`src/sv/utf8v_pkg.sv`:
```
// Shared types and constants for the UTF-8 stream validator.
`default_nettype none

package utf8v_pkg;

   // Byte boundaries of the RFC 3629 grammar.
   localparam logic [7:0] ASCII_MAX      = 8'h7f;
   localparam logic [7:0] LEAD2_MIN      = 8'hc2;
   localparam logic [7:0] LEAD2_MAX      = 8'hdf;
   localparam logic [7:0] LEAD3_MIN      = 8'he0;
   localparam logic [7:0] LEAD3_SURR     = 8'hed;
   localparam logic [7:0] LEAD4_MIN      = 8'hf0;
   localparam logic [7:0] LEAD4_MAX      = 8'hf4;
   localparam logic [7:0] CONT_A0        = 8'ha0;
   localparam logic [7:0] CONT_9F        = 8'h9f;
   localparam logic [7:0] CONT_90        = 8'h90;
   localparam logic [7:0] CONT_8F        = 8'h8f;
   localparam logic [1:0] CONT_TAG       = 2'b10;

   localparam int unsigned POS_BITS = 32;

   // Register indexes of the configuration port.
   localparam logic REG_REPORT_CHAR_START = 1'b0;

   // Narrowing of the first continuation byte after certain lead bytes.
   typedef enum logic [2:0] {
      RULE_ANY   = 3'd0,
      RULE_A0_BF = 3'd1,
      RULE_80_9F = 3'd2,
      RULE_90_BF = 3'd3,
      RULE_80_8F = 3'd4
   } rule_type;

   typedef struct packed {
      logic [POS_BITS-1:0] position;
      logic                position_found;
      logic                stopped;
      logic                sequence_valid;
      logic                final_result;
   } result_type;

endpackage

`default_nettype wire

```
`src/sv/utf8v_csr.sv`:
```
// Configuration register block with an APB-style access port.
`default_nettype none

module utf8v_csr
   import utf8v_pkg::*;
(
   input  wire logic        clock,
   input  wire logic        reset,
   input  wire logic        psel,
   input  wire logic        penable,
   input  wire logic        pwrite,
   input  wire logic [2:0]  paddr,
   input  wire logic [31:0] pwdata,
   output logic [31:0]      prdata,
   output logic             pready,
   output logic             report_char_start
);

   logic report_char_start_ff;
   logic report_char_start_in;
   logic wr_en;

   // The two low address bits take no part in decoding.
   assign wr_en = psel & penable & pwrite & (paddr[2] == REG_REPORT_CHAR_START);

   always_comb begin
      report_char_start_in = report_char_start_ff;
      if (wr_en) begin
         report_char_start_in = pwdata[0];
      end
   end

   always_ff @(posedge clock) begin
      if (reset) begin
         report_char_start_ff <= 1'b0;
      end else begin
         report_char_start_ff <= report_char_start_in;
      end
   end

   always_comb begin
      prdata = '0;
      if (paddr[2] == REG_REPORT_CHAR_START) begin
         prdata = {31'd0, report_char_start_ff};
      end
   end

   assign pready            = 1'b1;
   assign report_char_start = report_char_start_ff;

endmodule

`default_nettype wire

```
`src/sv/utf8v_core.sv`:
```
// Per-byte UTF-8 grammar check with the running offsets of the sequence.
`default_nettype none

module utf8v_core
   import utf8v_pkg::*;
#(
   parameter int unsigned OFFSET_BITS = 32
) (
   input  wire logic       clock,
   input  wire logic       reset,
   input  wire logic       step,
   input  wire logic [7:0] data_byte,
   input  wire logic       last,
   input  wire logic       report_char_start,
   output result_type      result
);

   logic                   halted_ff, halted_in;
   logic [1:0]             need_ff, need_in;
   rule_type               rule_ff, rule_in;
   logic [OFFSET_BITS-1:0] seen_ff, seen_in;
   logic [OFFSET_BITS-1:0] pending_ff, pending_in;
   logic [OFFSET_BITS-1:0] prefix_end_ff, prefix_end_in;
   logic [OFFSET_BITS-1:0] char_start_ff, char_start_in;
   logic                   char_seen_ff, char_seen_in;

   logic [OFFSET_BITS-1:0] seen_inc;
   logic                   cont_ok;
   logic [OFFSET_BITS-1:0] pos_sel;
   logic                   found;

   // Offsets stick at the top of their range.
   assign seen_inc = (seen_ff == '1) ? seen_ff : seen_ff + OFFSET_BITS'(1);

   always_comb begin
      unique case (rule_ff)
         RULE_A0_BF: cont_ok = (data_byte >= CONT_A0) && (data_byte[7:6] == CONT_TAG);
         RULE_80_9F: cont_ok = (data_byte[7:6] == CONT_TAG) && (data_byte <= CONT_9F);
         RULE_90_BF: cont_ok = (data_byte >= CONT_90) && (data_byte[7:6] == CONT_TAG);
         RULE_80_8F: cont_ok = (data_byte[7:6] == CONT_TAG) && (data_byte <= CONT_8F);
         default:    cont_ok = (data_byte[7:6] == CONT_TAG);
      endcase
   end

   always_comb begin
      halted_in     = halted_ff;
      need_in       = need_ff;
      rule_in       = rule_ff;
      seen_in       = seen_ff;
      pending_in    = pending_ff;
      prefix_end_in = prefix_end_ff;
      char_start_in = char_start_ff;
      char_seen_in  = char_seen_ff;
      if (!halted_ff) begin
         if (need_ff != 2'd0) begin
            if (!cont_ok) begin
               // A bad continuation leaves the prefix at the unfinished character's start.
               halted_in = 1'b1;
            end else begin
               rule_in = RULE_ANY;
               need_in = need_ff - 2'd1;
               seen_in = seen_inc;
               if (need_ff == 2'd1) begin
                  char_start_in = pending_ff;
                  prefix_end_in = seen_inc;
                  char_seen_in  = 1'b1;
               end
            end
         end else begin
            pending_in = seen_ff;
            priority if (data_byte <= ASCII_MAX) begin
               char_start_in = seen_ff;
               prefix_end_in = seen_inc;
               char_seen_in  = 1'b1;
               seen_in       = seen_inc;
            end else if (data_byte < LEAD2_MIN) begin
               halted_in = 1'b1;
            end else if (data_byte <= LEAD2_MAX) begin
               need_in = 2'd1;
               rule_in = RULE_ANY;
               seen_in = seen_inc;
            end else if (data_byte < LEAD4_MIN) begin
               need_in = 2'd2;
               rule_in = (data_byte == LEAD3_MIN)  ? RULE_A0_BF :
                         (data_byte == LEAD3_SURR) ? RULE_80_9F : RULE_ANY;
               seen_in = seen_inc;
            end else if (data_byte <= LEAD4_MAX) begin
               need_in = 2'd3;
               rule_in = (data_byte == LEAD4_MIN) ? RULE_90_BF :
                         (data_byte == LEAD4_MAX) ? RULE_80_8F : RULE_ANY;
               seen_in = seen_inc;
            end else begin
               halted_in = 1'b1;
            end
         end
      end
   end

   // The result reflects the state after this byte.
   always_comb begin
      if (report_char_start) begin
         pos_sel = char_seen_in ? char_start_in : '0;
         found   = char_seen_in;
      end else begin
         pos_sel = prefix_end_in;
         found   = 1'b1;
      end
   end

   generate
      if (OFFSET_BITS >= POS_BITS) begin : g_pos_trunc
         assign result.position = pos_sel[POS_BITS-1:0];
      end else begin : g_pos_ext
         assign result.position = {{(POS_BITS-OFFSET_BITS){1'b0}}, pos_sel};
      end
   endgenerate

   assign result.position_found = found;
   assign result.stopped        = halted_in;
   assign result.sequence_valid = last & ~halted_in & (need_in == 2'd0);
   assign result.final_result   = last;

   always_ff @(posedge clock) begin
      if (reset || (step && last)) begin
         halted_ff     <= 1'b0;
         need_ff       <= 2'd0;
         rule_ff       <= RULE_ANY;
         seen_ff       <= '0;
         pending_ff    <= '0;
         prefix_end_ff <= '0;
         char_start_ff <= '0;
         char_seen_ff  <= 1'b0;
      end else if (step) begin
         halted_ff     <= halted_in;
         need_ff       <= need_in;
         rule_ff       <= rule_in;
         seen_ff       <= seen_in;
         pending_ff    <= pending_in;
         prefix_end_ff <= prefix_end_in;
         char_start_ff <= char_start_in;
         char_seen_ff  <= char_seen_in;
      end
   end

endmodule

`default_nettype wire

```
`src/sv/utf8_stream_validator.sv`:
```
// Top level of the UTF-8 stream validator: input register, check logic, result register.
//
//   Channel | Direction | Handshake        | Payload
//   req     | in        | req_valid/stall  | data_byte, end_of_sequence
//   rsp     | out       | rsp_valid/stall  | position, position_found, stopped,
//           |           |                  | sequence_valid, final_result
//   csr     | in/out    | psel/penable     | report_char_start at byte address 0
//
// One byte a cycle sustained while rsp is not stalled; an accepted request is held in
// the input register; one pass of utf8v_core grammar logic fills the result register.
// Synchronous reset clears the sequence state, the pipeline and the mode register.
// A stalled result holds the result register; the input register then holds too and
// req_stall rises only while both are full.
`default_nettype none

module utf8_stream_validator
   import utf8v_pkg::*;
#(
   parameter int unsigned OFFSET_BITS = 32
) (
   input  wire logic                clock,
   input  wire logic                reset,
   input  wire logic                req_valid,
   output logic                     req_stall,
   input  wire logic [7:0]          req_data_byte,
   input  wire logic                req_end_of_sequence,
   output logic                     rsp_valid,
   input  wire logic                rsp_stall,
   output logic [POS_BITS-1:0]      rsp_position,
   output logic                     rsp_position_found,
   output logic                     rsp_stopped,
   output logic                     rsp_sequence_valid,
   output logic                     rsp_final_result,
   input  wire logic                psel,
   input  wire logic                penable,
   input  wire logic                pwrite,
   input  wire logic [2:0]          paddr,
   input  wire logic [31:0]         pwdata,
   output logic [31:0]              prdata,
   output logic                     pready
);

   logic       in_valid_ff, in_valid_in;
   logic [7:0] in_byte_ff;
   logic       in_last_ff;
   logic       rsp_valid_ff, rsp_valid_in;
   result_type rsp_ff;

   logic       out_free;
   logic       step;
   logic       take;
   logic       report_char_start;
   result_type result;

   utf8v_csr u_csr (
      .clock             (clock),
      .reset             (reset),
      .psel              (psel),
      .penable           (penable),
      .pwrite            (pwrite),
      .paddr             (paddr),
      .pwdata            (pwdata),
      .prdata            (prdata),
      .pready            (pready),
      .report_char_start (report_char_start)
   );

   utf8v_core #(
      .OFFSET_BITS (OFFSET_BITS)
   ) u_core (
      .clock             (clock),
      .reset             (reset),
      .step              (step),
      .data_byte         (in_byte_ff),
      .last              (in_last_ff),
      .report_char_start (report_char_start),
      .result            (result)
   );

   assign out_free  = ~rsp_valid_ff | ~rsp_stall;
   assign step      = in_valid_ff & out_free;
   assign req_stall = in_valid_ff & ~out_free;
   assign take      = req_valid & ~req_stall;

   always_comb begin
      in_valid_in = in_valid_ff;
      if (take) begin
         in_valid_in = 1'b1;
      end else if (step) begin
         in_valid_in = 1'b0;
      end
      rsp_valid_in = rsp_valid_ff;
      if (out_free) begin
         rsp_valid_in = step;
      end
   end

   always_ff @(posedge clock) begin
      if (reset) begin
         in_valid_ff  <= 1'b0;
         rsp_valid_ff <= 1'b0;
      end else begin
         in_valid_ff  <= in_valid_in;
         rsp_valid_ff <= rsp_valid_in;
      end
   end

   always_ff @(posedge clock) begin
      if (take) begin
         in_byte_ff <= req_data_byte;
         in_last_ff <= req_end_of_sequence;
      end
      if (step) begin
         rsp_ff <= result;
      end
   end

   assign rsp_valid          = rsp_valid_ff;
   assign rsp_position       = rsp_ff.position;
   assign rsp_position_found = rsp_ff.position_found;
   assign rsp_stopped        = rsp_ff.stopped;
   assign rsp_sequence_valid = rsp_ff.sequence_valid;
   assign rsp_final_result   = rsp_ff.final_result;

endmodule

`default_nettype wire

```
`config.mk`:
```
export PLATFORM = sky130hd
export DESIGN_NAME = utf8_stream_validator
export DESIGN_NICKNAME = d
export VERILOG_FILES = /design/src/sv/utf8v_pkg.sv /design/src/sv/utf8v_csr.sv /design/src/sv/utf8v_core.sv /design/src/sv/utf8_stream_validator.sv
export SDC_FILE = /design/constraint.sdc
export NUM_CORES = 1
export LEC_CHECK = 0
export ABC_CLOCK_PERIOD_IN_PS = 13250
export BUFFER_PORTS_ARGS = -buffer_cell sky130_fd_sc_hd__buf_2
export CAP_MARGIN = 20
export CORE_ASPECT_RATIO = 1.4
export CORE_MARGIN = 2
export CORE_UTILIZATION = 30
export DETAILED_ROUTE_END_ITERATION = 16
export PLACE_DENSITY = 0.48
export SLEW_MARGIN = 40
export SYNTH_ARGS = -nofsm -noshare
export SYNTH_HDL_FRONTEND = slang
export SYNTH_HIERARCHICAL = 1
export SYNTH_SLANG_ARGS = --single-unit
```
`constraint.sdc`:
```
create_clock -name clock -period 13.25 [get_ports clock]
set_input_delay 2.65 -clock clock [delete_from_list [all_inputs] [get_ports clock]]
set_output_delay 2.65 -clock clock [all_outputs]
set_load 0.005 [all_outputs]
```
==> summary.md <==
| Metric | Value |
|---|---|
| Most frequent cells in the layout | 138 x dfxtp_1, 106 x nand2_1, 89 x a21oi_1 |
| Crit-path max cell delay | 130 ps |
| Worst-Skew Late Latency | 450 ps |
| Lkg Pwr | 3.61 nW |
| EDFF count, synth | 45 |
| Post-DP HPWL | between 15000 and 20000 µm |
| R2R Path End | rsp_position[12] |
| Family with the most delay on the worst path | buffers and inverters |
| Rel. slew slack | 39.5% |
| Hold_ws | 456 ps |
| Clock Path Buffers | 2 |
| First-pass GRT wire length | 47800 µm |
| Postcts setup bufs | 0 |
| Setup violators final | 0 |
| Syn Area/Cell | 8.71 µm² |
| RSZ-0062 raised after global routing | no |
| Place WS | between 7000 and 8000 ps |
| Most common cell after layout, fill and taps aside | dfxtp_1 |
| Cell Count, Final, Fillers Out | around 1500 |
| Worst Hold Path EP | u_core/prefix_end_ff[20] |
| Largest family of logic cells by synthesized area | compound AO/OA/AOI/OAI gates |
| I/O Buffers | 56 |
| R2r startpoint | u_core/need_ff[0] |
| Post-route ant nets | 0 |
| Fin Setup TNS | 0 ps |
| Clock sinks | 183 |
| Worst Setup Path Type | in2out |
| Chip width | 154 µm |
| Worst-path cell chain | buf_2, nand3_2, inv_1, buf_2 |
| Synth Area in XOR/XNOR | 1.66% |
| Number of global-route vias before repair | 7931 |
| Period utilization | 43.5% |
| FMAX | ~170 MHz |
| Mapped Area | between 9000 and 10000 µm² |
| Final worst setup slack | 7490 ps |
| Peak VDD IR | 0.0000654 V |
| Worst Path Buf+Inv | 3 |
| Fillers | 3254 |
| CTS H-tree lvls | 4 |
| Placed Cells | 1460 |
| CP arrival | around 3100 ps |
| Slew Viols, Final | 0 |
| Most used cell along the critical path | buf_2 |
| Resize count post-CTS | 0 |
| Std cell rows | 77 |
| Critical path's slowest cell | buf_2 |
| CTS root buffer | clkbuf_16 |
| Sequential area share after synthesis | 43.3% |
| Tot Pwr | 0.00127 W |
| FF+latch count, synth | 183 |
| Synth Flop Type | dfxtp_1 |
| Crit path time final | 5760 ps |
| Antenna diodes | 0 |
| Slew at the pin closest to its max-slew limit | ~900 ps |
| CTS tree | built |
| R2r worst-path depth | 9 |
| Area grow syn2layout | 11.6% |
| CTS buffer count | 17 |
| Final nets | 1138 |
| Hold Crit Depth | 2 |
| DR vias/cell | 5.56 |
| Post-synth cell types | 79 |
| Status | finished clean |
| Total global routing overflow | 0 |
| Post-synthesis mux area share | 1.32% |
| Hold path startpoint | u_core/prefix_end_ff[20] |
| Routed wire length | 30800 µm |
| PwrDens | 120 nW/µm² |
| Synthesis Warnings | 6 |
| Largest net degree at the start of global routing | 63 |
| Initial antenna violation count | 0 |
| Maximum fanout along the worst path | 3 |
| Maxcap violations | 0 |
| DRC Markers | 0 |
| 1st-pass router iterations | 5 |
| DR iter-0 viols | 592 |
| Die Y | 215 µm |
| CORE AREA | between 30000 and 40000 µm² |
| R2R setup slack | 9720 ps |
| Post-synth ARST share | 0% |
| Post-Synth Adder-Cell Area | 0.395% |
| Routability Congestion | 0.857 |
| Critical path startpoint category | primary input |
| Min-delay worst type | reg2reg |
| Syn Inst Count | roughly 1100 |
| Vias | 8296 |
| Fin Clk Skew | 13.0 ps |
| # hold bufs at CTS | 0 |
| Routed wire per std cell | 20.7 µm |
| Critical Path RT | 10600 ps |
| Clk slew on worst S/H paths | 80 ps |
| Die area | 33200 µm² |
| Fin. Hold Viols | 0 |
| Initial Utilization | 30.3% |
| Io pins | approximately 120 |
| Total GRT Usage | about a fifth |
| Synth Area in Compound Gates | 25.4% |
| Critical path capture point type | output pin |
| Simple-gate area share of the yosys netlist | a little under 20% |
| Share of cells above drive strength 1 | 13.9% |
## state kept, by name (all words and copies together) (netlist names), 2 cells and up
register,count
u_core/need_ff,2
u_core/pending_ff,32
u_core/seen_ff,32
u_core/rule_ff,3
u_core/prefix_end_ff,32
u_core/char_start_ff,32
rsp_position,32
in_byte_ff,8
## cell families after synthesis
group / after synthesis
flip-flops: 183
AND/OR/NAND/NOR: 370
buffers and inverters: 151
AO/OA/AOI/OAI: 353
XOR/XNOR: 18
adder cells (fa/ha/maj): 3
multiplexers: 12
other: 2
## worst register-to-register path, stage by stage (launching register included)
cell	delay (ps)
dfxtp_1	420
inv_1	110
ha_1	450
a211oi_1	320
o21ai_0	130
buf_4	190
a21oi_2	620
buf_4	430
nand2_1	260
o211ai_1	400
## where the power goes
part	internal [W]	leakage [nW]	switching (W)	total, W
registers	0.000589	1.54	0.00000857	0.000597
logic	0.0000355	1.76	0.0000884	0.000124
clock network	0.000299	0.310	0.000249	0.000548
## layout make-up
class | count | area [µm²] | share of cell area (%)
Tap cell | 395 | 494 | 4.66
Clock inverter | 9 | 87.6 | 0.825
Timing Repair Buffer | 74 | 443 | 4.17
Inverter | 20 | 75.1 | 0.707
Sequential cell | 183 | 4110 | 38.8
Clock buffer | 23 | 543 | 5.12
Multi-Input combinational cell | 788 | 4860 | 45.8
## Yosys cell counts (all sizes together), types with 11 or more instances
library cell / number / area, µm²
nor2: 88 / 330
o22ai: 14 / 87.6
a2bb2oi: 20 / 175
nand4: 20 / 140
and2: 24 / 150
a22oi: 29 / 218
nor4: 15 / 130
nand3: 25 / 153
nand2: 108 / 405
a21oi: 95 / 487
a211oi: 11 / 95.1
or3: 26 / 168
nor3: 25 / 125
buf: 68 / 448
o31ai: 12 / 90.1
dfxtp: 138 / 2760
edfxtp: 45 / 1350
o2bb2ai: 21 / 184
o21ai: 61 / 305
clkbuf: 63 / 236
inv: 19 / 71.3
## how the worst max path moves through the flow
stage | start | end | slack (ps) | cells past startpoint
after global placement | rsp_stall | u_core/prefix_end_ff[25] | 7490 | 8
final | rsp_stall | req_stall | 7490 | 4
after floorplan | rsp_stall | u_core/prefix_end_ff[23] | 5970 | 6
after global routing | rsp_stall | req_stall | 7440 | 4
after detailed placement | rsp_stall | u_core/prefix_end_ff[25] | 7470 | 8
after CTS | rsp_stall | req_stall | 7480 | 4
## stage by stage
step | area [µm²] | util [%]
after floorplan | 9620 | -
after global placement | 9930 | 31.6
after detailed placement | 9980 | 31.8
after CTS | 10600 | 33.8
after global routing | 10600 | 33.8
final | 10600 | 33.8
## layer usage
layer | GRT usage (%) | wire, µm
met5 | 0 | 0
met3 | 2.49 | 1510
met1 | 23.8 | 13300
met2 | 32.0 | 15300
met4 | 7.13 | 736
No activity file was read; power rests on OpenSTA's default activity.
